`config.mk`:
```
export PLATFORM = sky130hd
export DESIGN_NAME = ssf_div
export DESIGN_NICKNAME = d
export VERILOG_FILES = /design/src/rtl/core/ssf_pkg.sv /design/src/rtl/core/ssf_div.sv
export VERILOG_INCLUDE_DIRS = /design/src /design/src/rtl/core
export SDC_FILE = /design/constraint.sdc
export NUM_CORES = 1
export LEC_CHECK = 0
export ABC_AREA = 0
export BUFFER_PORTS_ARGS = -buffer_cell sky130_fd_sc_hd__buf_2
export CAP_MARGIN = 20
export CORE_MARGIN = 2
export CORE_UTILIZATION = 30
export CTS_CLUSTER_SIZE = 30
export DETAILED_ROUTE_END_ITERATION = 16
export GPL_TIMING_DRIVEN = 0
export SLEW_MARGIN = 20
export SYNTH_ARGS = -nofsm -noshare
export SYNTH_HDL_FRONTEND = slang
export SYNTH_SLANG_ARGS = --single-unit
```
`constraint.sdc`:
```
create_clock -name clk -period 2.75 [get_ports clk]
set_input_delay 0.275 -clock clk [delete_from_list [all_inputs] [get_ports clk]]
set_output_delay 0.275 -clock clk [all_outputs]
set_load 0.02 [all_outputs]
```
`src/rtl/core/assert_macros.svh`:
```
// assertion macros shared by the span fill rtl
`ifndef ASSERT_MACROS_SVH
`define ASSERT_MACROS_SVH
`ifndef SYNTHESIS
// clocked check, disabled while reset is high
`define SSF_ASSERT(label, clk, rst, prop) \
  label: assert property (@(posedge clk) disable iff (rst) prop) \
    else $error("span fill assertion failed");
// clocked check that also holds during reset
`define SSF_ASSERT_ALWAYS(label, clk, prop) \
  label: assert property (@(posedge clk) prop) \
    else $error("span fill assertion failed");
`else
`define SSF_ASSERT(label, clk, rst, prop)
`define SSF_ASSERT_ALWAYS(label, clk, prop)
`endif
`endif

```
`src/rtl/core/ssf_pkg.sv`:
```
// shared types and constants of the scanline span fill block
`default_nettype none
package ssf_pkg;

  localparam int COORD_W = 9;
  localparam int FRAC_BITS = 16;
  localparam int QUOT_W = COORD_W + FRAC_BITS;
  localparam int CNT_W = 5;
  localparam int WALK_W = 26;
  localparam int SLOPE_W = 27;

  // request codes
  localparam logic [1:0] REQ_CLEAR = 2'd0;
  localparam logic [1:0] REQ_EDGE  = 2'd1;
  localparam logic [1:0] REQ_QUERY = 2'd2;

  typedef enum logic [2:0] {
    ST_CLEAR,
    ST_IDLE,
    ST_DIV,
    ST_WALK,
    ST_DRAIN,
    ST_QREAD,
    ST_RESP
  } state_t;

  // table access for one cycle
  typedef struct packed {
    logic rd;
    logic merge;
    logic clr;
  } tbl_op_t;

endpackage
`default_nettype wire

```
`src/rtl/core/ssf_div.sv`:
```
// restoring divider, one quotient bit per cycle, for the edge slope
`default_nettype none
`include "assert_macros.svh"
module ssf_div (
  input  wire logic                        clk,
  input  wire logic                        rst,
  input  wire logic                        start,
  input  wire logic [ssf_pkg::QUOT_W-1:0]  num,
  input  wire logic [ssf_pkg::COORD_W-1:0] den,
  output logic                             done,
  output logic [ssf_pkg::QUOT_W-1:0]       quot
);

  logic                        busy;
  logic [ssf_pkg::CNT_W-1:0]   cnt;
  logic [ssf_pkg::QUOT_W-1:0]  sr;
  logic [ssf_pkg::COORD_W-1:0] rem;
  logic [ssf_pkg::COORD_W-1:0] den_r;
  logic [ssf_pkg::COORD_W:0]   trial;
  logic                        ge;
  logic [ssf_pkg::COORD_W-1:0] rem_next;

  // one trial subtract per cycle
  always_comb begin
    trial = {rem, sr[ssf_pkg::QUOT_W-1]};
    ge = trial >= {1'b0, den_r};
    rem_next = ge ? ssf_pkg::COORD_W'(trial - {1'b0, den_r})
                  : trial[ssf_pkg::COORD_W-1:0];
  end

  // control
  always_ff @(posedge clk) begin
    if (rst) begin
      busy <= 1'b0;
      done <= 1'b0;
      cnt  <= '0;
    end else begin
      done <= 1'b0;
      if (start) begin
        busy <= 1'b1;
        cnt  <= '0;
      end else if (busy) begin
        cnt <= cnt + 1'b1;
        if (cnt == ssf_pkg::CNT_W'(ssf_pkg::QUOT_W - 1)) begin
          busy <= 1'b0;
          done <= 1'b1;
        end
      end
    end
  end

  // numerator shifts out as quotient bits shift in
  always_ff @(posedge clk) begin
    if (start) begin
      sr    <= num;
      rem   <= '0;
      den_r <= den;
    end else if (busy) begin
      sr  <= {sr[ssf_pkg::QUOT_W-2:0], ge};
      rem <= rem_next;
    end
  end

  assign quot = sr;

  `SSF_ASSERT(a_done_ends_busy, clk, rst, done |-> !busy)

endmodule
`default_nettype wire

```
Word-level counts from Yosys, hierarchy flattened
Index checks and enable logic that the tools add are counted.
Word-level totals
  word-level logic and storage cells: 21
  flip-flop bits (word level): 50
  output and inout port bits: 26
  bits of input ports: 37
Operators by class
  bitwise operators: 1
  add/sub/neg operators: 2
  equality and inequality tests: 1
  mux-type cells: 7
  reduce and logical (&&, ||, !) cells: 3
  $lt $le $gt $ge: 1
Operators by type and width (count)
  $mux W25: 2
  $ge A10 B9 Y1: 1
  $mux W9: 1
  $sub A9 B9 Y9: 1
  $add A5 B1 Y5 const B: 1
  $eq A5 B5 Y1 const B: 1
  $mux W1: 4
  $reduce_or A3 Y1: 1
  $reduce_bool A2 Y1: 1
  $reduce_or A2 Y1: 1
  $not A1 Y1: 1

Depth between registers and ports, before layout
Gate-level depths: netlist (run 1).
  depth in word-level cells: 4
  mapped depth: 9

Least setup slack after synthesis (run 1)
OpenSTA, ideal clock, no wires.
  kind: register to register
  from: register sr (netlist bit quot[24])
  to: register sr (netlist bit quot[0]) (data pin)
  required time: 2.490 ns
  slack: 0.254 ns
  buffers on the path: 0
  stages on the path, launching flop included: 9
  period minus slack after synthesis: 2.496 ns
  library setup time: 0.260 ns
  arrival time: 2.236 ns
  cell sequence: edfxtp_1 inv_1 ha_1 inv_1 fa_1 a211oi_1 o21a_1 o211ai_2 mux2_2
On the way
  longest elaborated chain between the ends: 3
RTL lines
  start: declaration: line ssf_div.sv:16  | logic [ssf_pkg::QUOT_W-1:0] sr;
  start signal: assignment: line ssf_div.sv:55  | sr <= num;
  start signal: assignment: line ssf_div.sv:59  | sr <= {sr[ssf_pkg::QUOT_W-2:0], ge};
  $ge A10 B9 Y1: line ssf_div.sv:26  | ge = trial >= {1'b0, den_r};
  $mux W25: line ssf_div.sv:58  | end else if (busy) begin
  $mux W25: line ssf_div.sv:54  | if (start) begin
No other way between the ends. The select of a mux whose other input is x is not followed.
A chain may end at the register's enable or synchronous reset.

Worst setup path in the final report (run 1)
Ends and elaborated chain as after synthesis.

==> metrics.md, run 1 <==
| Metric | Value |
|---|---|
| Status | `finished, final reports clean` |
| Seq/Total Area, Yosys | `53.7%` |
| Final GP Congestion | `0.776` |
| Inserted Diodes | `0` |
| Initial Util | `30.7%` |
| Final Skew | `0.00535 ns` |
| Worst setup endpoint | `quot[0]` |
| Final period util | `93.7%` |
| Hold WS | `0.129 ns` |
| Synthesized Nets | `251` |
| 1st-iter DRT viols | `117` |
| Pin count of the biggest net entering global routing | `26` |
| Async set-or-reset flop fraction in the synthesized netlist | `0%` |
| IO buf count | `62` |
| Ys Warns | `0` |
| # IOs | `63` |
| Nature of the critical path startpoint | `flip-flop` |
| Syn Inst Count | `202` |
| FF-to-FF setup slack | `0.17 ns` |
| Critical path cell sequence | `inv_1, ha_1, inv_1, fa_1, a211oi_2, o21a_1, o211ai_2, mux2_2` |
| Average wire per cell in the routed design | `13.1 um` |
| Endpoint type of the worst setup path | `flip-flop` |
| Clk Latency, worst-skew pair | `0.30 ns` |
| Root buf cell | `clkbuf_8` |
| EDFF count, synth | `34` |
| Synth Flop Type | `edfxtp_1` |
| Die Height | `95.2 um` |
| Critical Path Start | `quot[24]` |
| Leak Pwr | `0.00125 uW` |
| Hold Path Class | `input pin to flip-flop` |
| Fill cell count | `798` |
| R2R cell count | `8` |
| Num CTS Buffers | `5` |
| First-pass GRT wire length | `8110 um` |
| CTS tree | `done` |
| Setup TNS | `0 ns` |
| Final Instance Area | `0.00304 mm2` |
| CP delay by family, top | `compound AO/OA/AOI/OAI gates` |
| Final core utilization | `37.3%` |
| FF+latch area | `0.00134 mm2` |
| Actual slew at the worst max-slew pin | `0.583 ns` |
| CTS sink cnt | `50` |
| Synth top cells by count | `34 x edfxtp_1, 26 x mux2_2, 17 x nor2_1, 16 x dfxtp_1, 15 x inv_1` |
| Final worst path period need | `2.58 ns` |
| Leading post-synthesis cells by cell area | `edfxtp_1 41%, dfxtp_1 13%, mux2_2 12%, ha_1 5.5%, mux2i_1 2.8%` |
| Post-synthesis register bit count | `50` |
| CP Class | `flip-flop to flip-flop` |
| Final wirelength | `4950 um` |
| Area of the multi-input gates | `0.00108 mm2` |
| Final hold vios | `0` |
| Layout net count | `320` |
| PwrDens | `593 mW/mm2` |
| Routed vias | `1755` |
| Largest area contributor in the netlist | `edfxtp_1` |
| Crit-path max cell delay | `0.45 ns` |
| Area growth from synthesis to layout | `21.6%` |
| Cell area after placement | `0.00294 mm2` |
| Max Buffers Root-to-Sink | `2` |
| Critical Path Most Common Cell | `inv_1` |
| Vias in the first global route | `1727` |
| Synth cell types | `41` |
| Final setup vio count | `0` |
| CTS HTree Levels | `2` |
| # DRC | `0` |
| Critical Path AT | `2.64 ns` |
| Total congestion overflow | `0` |
| R2R Path End | `quot[0]` |
| Mapped cell area | `0.00250 mm2` |
| Worst relative slew slack | `61.1%` |
| Initial antenna violation count | `0` |
| WP buf/inv | `2` |
| Setup Buffers After CTS | `0` |
| Clk pin slew, worst setup/hold paths | `0.10 ns` |
| Most numerous cell in the Yosys netlist | `edfxtp_1` |
| Slew Viols, Final | `0` |
| Vias per inst | `4.66` |
| Critical path depth | `8` |
| Gr usage total | `11.4%` |
| RR Startpoint | `quot[24]` |
| RSZ-0062 raised after global routing | `false` |
| # rows | `33` |
| Die outline width | `95.2 um` |
| Pre-Repair DR Iteration Count | `4` |
| Max-cap violation count | `0` |
| Die Area | `0.00907 mm2` |
| Post-route ant nets | `0` |
| Fmax | `388 MHz` |
| Post-Syn Area per Cell | `12.4 um2` |
| Worst Path Max Fanout | `7` |
| CORE AREA | `0.00813 mm2` |
| Yosys top cell area share | `40.9%` |
| DP HPWL | `3640 um` |
| Req. time, crit path | `2.82 ns` |
| Worst vdd ir | `0.330 mV` |
| Power Total | `1800 uW` |
| Worst path slowest cell | `edfxtp_1` |
| Layout cell share with drive strength beyond 1 | `38.2%` |
==> stage by stage <==
| step | instances | setup slack, ns |
|---|---|---|
| 2_1_floorplan | 202 | 0.254 |
| 3_3_place_gp | 369 | 0.0788 |
| 3_5_place_dp | 369 | 0.0649 |
| 4_1_cts | 377 | 0.0513 |
| 5_1_grt | 377 | 0.0267 |
| 6_report | 377 | 0.173 |
==> cell usage in the layout, fill, tap and decap left out, types with 4 or more instances in the layout <==
cell type / count
buf_2: 62
edfxtp_1: 34
mux2_2: 26
nor2_1: 17
dfxtp_1: 16
inv_1: 15
ha_1: 11
a21oi_1: 9
a211oi_1: 7
mux2i_1: 7
xor2_1: 6
nand2_1: 6
clkbuf_8: 5
clkbuf_1: 4
==> report_power, final <==
| part | leakage [uW] | switching, uW | internal, uW | total, uW |
|---|---|---|---|---|
| logic | 0.000733 | 246 | 185 | 431 |
| clock network | 0.0000447 | 269 | 184 | 454 |
| registers | 0.000471 | 36.1 | 881 | 917 |
==> per-layer routing <==
metal	vias to the layer above	share of wire, %	global-route usage, %
met5	-	0	0
met4	0	1.1	2.90
met3	4	5.6	3.00
met2	45	48	18.7
met1	813	45	15.0
li1	893	-	-
==> cell families (layout without fill, tap and decap cells) <==
family	after synthesis	after routing	share of synthesized area, %
AO/OA/AOI/OAI	33	33	9.77
adder cells (fa/ha/maj)	12	12	6.31
XOR/XNOR	8	8	2.81
multiplexers	33	33	14.5
buffers and inverters	22	92	3.31
AND/OR/NAND/NOR	44	44	9.57
flip-flops	50	50	53.7
==> sequential cells by signal (all words and copies together) (netlist names) <==
signal  flops
busy        1
cnt         5
den_r       9
done        1
quot       25
rem         9
==> worst min path at each step <==
stage,start,endpoint,cells past startpoint
2_1_floorplan,rst,busy,1
3_3_place_gp,rst,busy,2
3_5_place_dp,rst,busy,2
4_1_cts,rst,busy,2
5_1_grt,rst,busy,2
6_report,rst,busy,2
==> what timing repair did <==
action	in CTS	in global routing
gates resized for setup	0	1
setup endpoints to repair	0	7
hold buffers	0	0
==> cell type report <==
class / instances / share of cell area (%)
Timing Repair Buffer: 62 / 10.2
Clock inverter: 3 / 0.824
Clock buffer: 5 / 2.27
Tap cell: 105 / 4.32
Sequential cell: 50 / 44.2
Inverter: 15 / 1.85
Multi-Input combinational cell: 130 / 35.5
Buffer: 7 / 0.865
Note: power is estimated with default switching activity, not from simulation.
==> inputs of run 2 (changes only) <==
--- a/config.mk
+++ b/config.mk
@@ -13,7 +13,7 @@
 export CORE_UTILIZATION = 30
 export CTS_CLUSTER_SIZE = 30
 export DETAILED_ROUTE_END_ITERATION = 16
-export GPL_TIMING_DRIVEN = 0
+export GPL_TIMING_DRIVEN = 1
 export SLEW_MARGIN = 20
 export SYNTH_ARGS = -nofsm -noshare
 export SYNTH_HDL_FRONTEND = slang
==> run 2 against run 1 <==
Effect of this change: global-route usage is essentially flat; hold slack lost 0.0066 ns; wire length shrank 1.9%; power shrank 1.4%; via count grew 0.11%.
==> metrics.md, run 2 (synthesis results as in run 1) <==
| Metric | Value |
|---|---|
| Status | `finished, final reports clean (unchanged)` |
| Net switching power figure | `528 uW (was 551 uW)` |
| Fmax | `396 MHz (was 388 MHz)` |
| Leak Pwr | `0.00125 uW (about the same)` |
| Largest register FFs | `25 (unchanged)` |
| Clk pin slew, worst setup/hold paths | `0.10 ns (about the same)` |
| Worst Path Max Fanout | `7 (unchanged)` |
| PwrDens | `586 mW/mm2 (was 593 mW/mm2)` |
| 1st-iter DRT viols | `91 (was 117)` |
| RSZ-0062 raised after global routing | `false (unchanged)` |
| Setup Buffers After CTS | `0 (unchanged)` |
| Max Buffers Root-to-Sink | `2 (unchanged)` |
| Num CTS Buffers | `5 (unchanged)` |
| DP HPWL | `3540 um (was 3640 um)` |
| Actual slew at the worst max-slew pin | `0.579 ns (was 0.583 ns)` |
| Req. time, crit path | `2.80 ns (was 2.82 ns)` |
| R2R cell count | `8 (unchanged)` |
| CTS tree | `done (unchanged)` |
| Vias per inst | `4.70 (was 4.66)` |
| Pin count of the biggest net entering global routing | `26 (unchanged)` |
| Final wirelength | `4850 um (was 4950 um)` |
| Final period util | `91.9% (was 93.7%)` |
| Sw frac | `29.7% (was 30.6%)` |
| Most frequent cells in the layout | `62 x buf_2, 34 x edfxtp_1, 26 x mux2_2, 17 x nor2_1, 16 x dfxtp_1 (unchanged)` |
| Pre-Repair DR Iteration Count | `4 (unchanged)` |
| First-pass GRT wire length | `7980 um (was 8110 um)` |
| RR Startpoint | `quot[24] (unchanged)` |
| Layout cell share with drive strength beyond 1 | `39.4% (was 38.2%)` |
| Die Height | `95.2 um (unchanged)` |
| Routed vias | `1757 (was 1755)` |
| Worst vdd ir | `0.289 mV (was 0.330 mV)` |
| R2R Path End | `quot[0] (unchanged)` |
| Post_cts resized | `0 (unchanged)` |
| Total congestion overflow | `0 (unchanged)` |
| Met1 GRT Util | `15.0% (about the same)` |
| Final GP Congestion | `0.765 (was 0.776)` |
| Initial Util | `30.7% (unchanged)` |
| Routing usage on met2 | `17.7% (was 18.7%)` |
| Hold wc startpoint | `rst (unchanged)` |
| Most common cell after layout, fill and taps aside | `buf_2 (unchanged)` |
| Max-cap violation count | `0 (unchanged)` |
| # DRC | `0 (unchanged)` |
| Initial antenna violation count | `0 (unchanged)` |
| Endpoint type of the worst setup path | `flip-flop (unchanged)` |
| CP Class | `flip-flop to flip-flop (unchanged)` |
| Die Area | `0.00907 mm2 (unchanged)` |
| Gr usage total | `11.5% (was 11.4%)` |
| Hold Crit Depth | `2 (unchanged)` |
| Final worst path period need | `2.53 ns (was 2.58 ns)` |
| # IOs | `63 (unchanged)` |
| Post-Place Setup Slack | `0.260 ns (was 0.0649 ns)` |
| Final Skew | `0.0138 ns (was 0.00535 ns)` |
| Inserted Diodes | `0 (unchanged)` |
| Root buf cell | `clkbuf_8 (unchanged)` |
| Slew Viols, Final | `0 (unchanged)` |
| Cell Int Power | `1250 uW (about the same)` |
| Final hold vios | `0 (unchanged)` |
| CORE AREA | `0.00813 mm2 (unchanged)` |
| Vias in the first global route | `1691 (was 1727)` |
| Hold Path End | `busy (unchanged)` |
| Hold Buf Count CTS | `0 (unchanged)` |
| Worst relative slew slack | `61.4% (was 61.1%)` |
| Met3 usage | `3.72% (was 3.00%)` |
| Layout net count | `317 (was 320)` |
| CTS sink cnt | `50 (unchanged)` |
| Clk Latency, worst-skew pair | `0.30 ns (about the same)` |
| # rows | `33 (unchanged)` |
| IO buf count | `62 (unchanged)` |
| Hold Path Class | `input pin to flip-flop (unchanged)` |
| Post-route ant nets | `0 (unchanged)` |
| Setup TNS | `0 ns (unchanged)` |
| Logic pwr share | `24.3% (was 23.9%)` |
| Share of power burned in registers | `51.6% (was 50.9%)` |
| Average wire per cell in the routed design | `13.0 um (was 13.1 um)` |
| Die outline width | `95.2 um (unchanged)` |
| FF-to-FF setup slack | `0.22 ns (was 0.17 ns)` |
| Clock power share | `24.1% (was 25.2%)` |
| Area growth from synthesis to layout | `21.3% (was 21.6%)` |
| Critical Path AT | `2.57 ns (was 2.64 ns)` |
| Final setup vio count | `0 (unchanged)` |
| Nature of the critical path startpoint | `flip-flop (unchanged)` |
| Layer carrying the most global-route usage | `met2 (unchanged)` |
| CTS HTree Levels | `2 (unchanged)` |
| Final WS setup | `0.223 ns (was 0.173 ns)` |
[run 2: cell count changes in the layout (fill, tap and decap cells not counted)]
cell	delta
clkinvlp_4	+1
a211oi_1	+1
inv_6	-1
a211oi_2	-1
buf_4	+4
clkbuf_1	-3
buf_1	-3
clkinv_4	-1
[run 2: power groups by stage]
| stage | sequential, uW | combinational [uW] | clock, uW |
|---|---|---|---|
| 4_1_cts | 918 | 435 | 446 |
| 3_3_place_gp | 934 | 430 | 0 |
| 2_1_floorplan | 980 | 258 | 0 |
| 5_1_grt | 926 | 481 | 472 |
| 6_report | 917 | 431 | 429 |
| 3_5_place_dp | 934 | 434 | 0 |
[run 2: worst max path at each step]
stage / start / cells past startpoint / endpoint / slack [ns]
2_1_floorplan: quot[24] / 8 / quot[0] / 0.25
3_3_place_gp: quot[24] / 8 / quot[0] / 0.33
3_5_place_dp: quot[24] / 8 / quot[0] / 0.26
4_1_cts: quot[24] / 8 / quot[0] / 0.23
5_1_grt: quot[24] / 8 / quot[0] / 0.07
6_report: quot[24] / 8 / quot[0] / 0.22
[run 2: per-layer routing]
metal | wire [um] | vias to the layer above
met3 | 293 | 4
met2 | 2260 | 42
met1 | 2240 | 823
met4 | 56 | 0
met5 | 0 | -
li1 | - | 888
[run 2: area by class of cell]
| class | instances | area, um2 |
|---|---|---|
| clock buffer | 6 | 72.6 |
| clock inverter | 2 | 15.0 |
| fill | 791 | 5100 |
| inverter | 15 | 56.3 |
| multi-input combinational | 130 | 1070 |
| sequential | 50 | 1340 |
| tap | 105 | 131 |
| timing repair buffer | 66 | 340 |
[run 2: stage by stage]
step	instances	hold WS (ns)	total power, uW	instance area [um2]	utilization (%)
floorplan	202	0.347	1240	2500	-
global placement	366	0.446	1360	2940	36.2
detailed placement	366	0.447	1370	2940	36.2
CTS	374	0.113	1800	3030	37.3
global route	374	0.121	1880	3030	37.3
finish	374	0.122	1780	3030	37.3
[run 2: worst max-delay path, cell delays in order (launching register included)]
cell and delay [ns]:
edfxtp_1 0.42, inv_1 0.08, ha_1 0.15, inv_1 0.05
fa_1 0.39, a211oi_1 0.32, o21a_1 0.27, o211ai_2 0.24
mux2_2 0.36
==> inputs of run 3 (changes only) <==
==> constraint.sdc (replaced) <==
create_clock -name clk -period 2.45 [get_ports clk]
set_input_delay 0.245 -clock clk [delete_from_list [all_inputs] [get_ports clk]]
set_output_delay 0.245 -clock clk [all_outputs]
set_load 0.02 [all_outputs]
==> run 3 against run 2 <==
Effect of this change: clock skew shrank 0.0072 ns; fmax grew 9.7%; hold slack lost 0.017 ns; sequential cell count is the same; global-route usage grew 0.43 points; design area grew 3.3%; largest cell class unchanged.
==> metrics.md, run 3 (synthesis results as in run 1) <==
| Metric | Value |
|---|---|
| FF+latch area | `0.00134 mm2 (unchanged)` |
| Die Area | `0.00907 mm2 (unchanged)` |
| Final GP Congestion | `0.769 (was 0.765)` |
| CTS HTree Levels | `2 (unchanged)` |
| Inserted Diodes | `0 (unchanged)` |
| Critical path cell sequence | `inv_1, ha_1, inv_1, fa_2, a211oi_2, o21a_1, buf_4, o211a_4, or3_1, a311oi_2 (was inv_1, ha_1, inv_1, fa_1, a211oi_1, o21a_1, o211ai_2, mux2_2)` |
| Final setup vio count | `0 (unchanged)` |
| Final wirelength | `5130 um (was 4850 um)` |
| Setup TNS | `0 ns (unchanged)` |
| Endpoint type of the worst setup path | `flip-flop (unchanged)` |
| DP HPWL | `3700 um (was 3540 um)` |
| Req. time, crit path | `2.66 ns (was 2.80 ns)` |
| First-pass GRT wire length | `8310 um (was 7980 um)` |
| Initial Util | `30.7% (unchanged)` |
| Largest register FFs | `25 (unchanged)` |
| Power Total | `2140 uW (was 1780 uW)` |
| Final worst path period need | `2.30 ns (was 2.53 ns)` |
| Crit-path max cell delay | `0.39 ns (was 0.42 ns)` |
| Initial antenna violation count | `0 (unchanged)` |
| Layout cell share with drive strength beyond 1 | `41.9% (was 39.4%)` |
| Status | `finished, final reports clean (unchanged)` |
| CORE AREA | `0.00813 mm2 (unchanged)` |
| Max Buffers Root-to-Sink | `2 (unchanged)` |
| Area of the multi-input gates | `0.00109 mm2 (was 0.00107 mm2)` |
| Hold Path Class | `input pin to flip-flop (unchanged)` |
| Most common cell after layout, fill and taps aside | `buf_2 (unchanged)` |
| RSZ-0062 raised after global routing | `false (unchanged)` |
| Actual slew at the worst max-slew pin | `0.608 ns (was 0.579 ns)` |
| Clk Latency, worst-skew pair | `0.30 ns (about the same)` |
| Layout net count | `325 (was 317)` |
| 1st-iter DRT viols | `71 (was 91)` |
| Fmax | `434 MHz (was 396 MHz)` |
| Die outline width | `95.2 um (unchanged)` |
| Root buf cell | `clkbuf_8 (unchanged)` |
| Worst Path Max Fanout | `7 (unchanged)` |
| Worst relative slew slack | `59.5% (was 61.4%)` |
| # IOs | `63 (unchanged)` |
| Pin count of the biggest net entering global routing | `33 (was 26)` |
| Final Skew | `0.00667 ns (was 0.0138 ns)` |
| Worst vdd ir | `0.324 mV (was 0.289 mV)` |
| Routed vias | `1819 (was 1757)` |
| PwrDens | `685 mW/mm2 (was 586 mW/mm2)` |
| Num CTS Buffers | `5 (unchanged)` |
| Vias in the first global route | `1839 (was 1691)` |
| Max-cap violation count | `0 (unchanged)` |
| Critical Path Most Common Cell | `inv_1 (unchanged)` |
| Nature of the critical path startpoint | `flip-flop (unchanged)` |
| IO buf count | `62 (unchanged)` |
| Average wire per cell in the routed design | `13.4 um (was 13.0 um)` |
| CTS tree | `done (unchanged)` |
| Final period util | `94.0% (was 91.9%)` |
| Leak Pwr | `0.00131 uW (was 0.00125 uW)` |
| # rows | `33 (unchanged)` |
| CTS sink cnt | `50 (unchanged)` |
| Slew Viols, Final | `0 (unchanged)` |
| Final hold vios | `0 (unchanged)` |
| Most frequent cells in the layout | `62 x buf_2, 34 x edfxtp_1, 26 x mux2_2, 17 x nor2_1, 16 x dfxtp_1 (unchanged)` |
| Vias per inst | `4.76 (was 4.70)` |
| CP Class | `flip-flop to flip-flop (unchanged)` |
| Pre-Repair DR Iteration Count | `4 (unchanged)` |
| Critical Path AT | `2.52 ns (was 2.57 ns)` |
| # DRC | `0 (unchanged)` |
| Hold WS | `0.105 ns (was 0.122 ns)` |
| Worst path slowest cell | `or3_1 (was edfxtp_1)` |
| Die Height | `95.2 um (unchanged)` |
| Post-route ant nets | `0 (unchanged)` |
| Total congestion overflow | `0 (unchanged)` |
| Clk pin slew, worst setup/hold paths | `0.09 ns (was 0.10 ns)` |
| Gr usage total | `11.9% (was 11.5%)` |
| Fill cell count | `810 (was 791)` |
| Area growth from synthesis to layout | `25.3% (was 21.3%)` |
| Final core utilization | `38.5% (was 37.3%)` |
run 3: power by group:
group	switching, uW	internal, uW	total (uW)
Sequential	40.5	990	1030
Clock	279	307	586
Combinational	286	241	527
run 3: worst paths after layout:
path            start      to  slack (ns)  depth (start not counted)
max          quot[24]  rem[8]        0.15                         10
max reg2reg  quot[24]  rem[8]        0.15                         10
min               rst    busy        0.10                          2
min reg2reg    rem[2]  rem[2]        0.51                          2
run 3: layout make-up:
cell class              instances  share of cell area [%]
inverters                      15                    1.80
well taps                     105                    4.20
multi-input cells             130                    34.8
clock inverters                 2                    1.24
repair buffers                 74                    12.8
clock buffers                   6                    2.32
flip-flops and latches         50                    42.9
run 3: stage by stage:
stage	worst slack [ns]	cell area (um2)	instances
6_report	0.147	3130	382
5_1_grt	0.0236	3130	382
4_1_cts	0.0866	3110	381
3_5_place_dp	0.111	3000	373
3_3_place_gp	0.157	3000	373
2_1_floorplan	0.0442	2500	202
run 3: repair_timing:
action	in CTS	in global routing
setup buffers	0	1
resized for setup	0	2
hold buffers	0	0
endpoints found under the setup margin	0	3
endpoints found under the hold margin	0	0
run 3: metal layers:
metal / vias up / wire (um) / global-route usage, %
met1: 852 / 2330 / 14.9
li1: 905 / - / -
met4: 0 / 30 / 3.26
met5: - / 0 / 0
met3: 2 / 337 / 3.72
met2: 60 / 2430 / 19.8
run 3: worst max-delay path, delay by kind of cell (launching register included):
| family | cells | cell delay (ns) |
|---|---|---|
| AO/OA/AOI/OAI | 4 | 0.77 |
| adder cells (fa/ha/maj) | 2 | 0.40 |
| AND/OR/NAND/NOR | 1 | 0.39 |
| buffers and inverters | 3 | 0.27 |
| flip-flops | 1 | 0.37 |
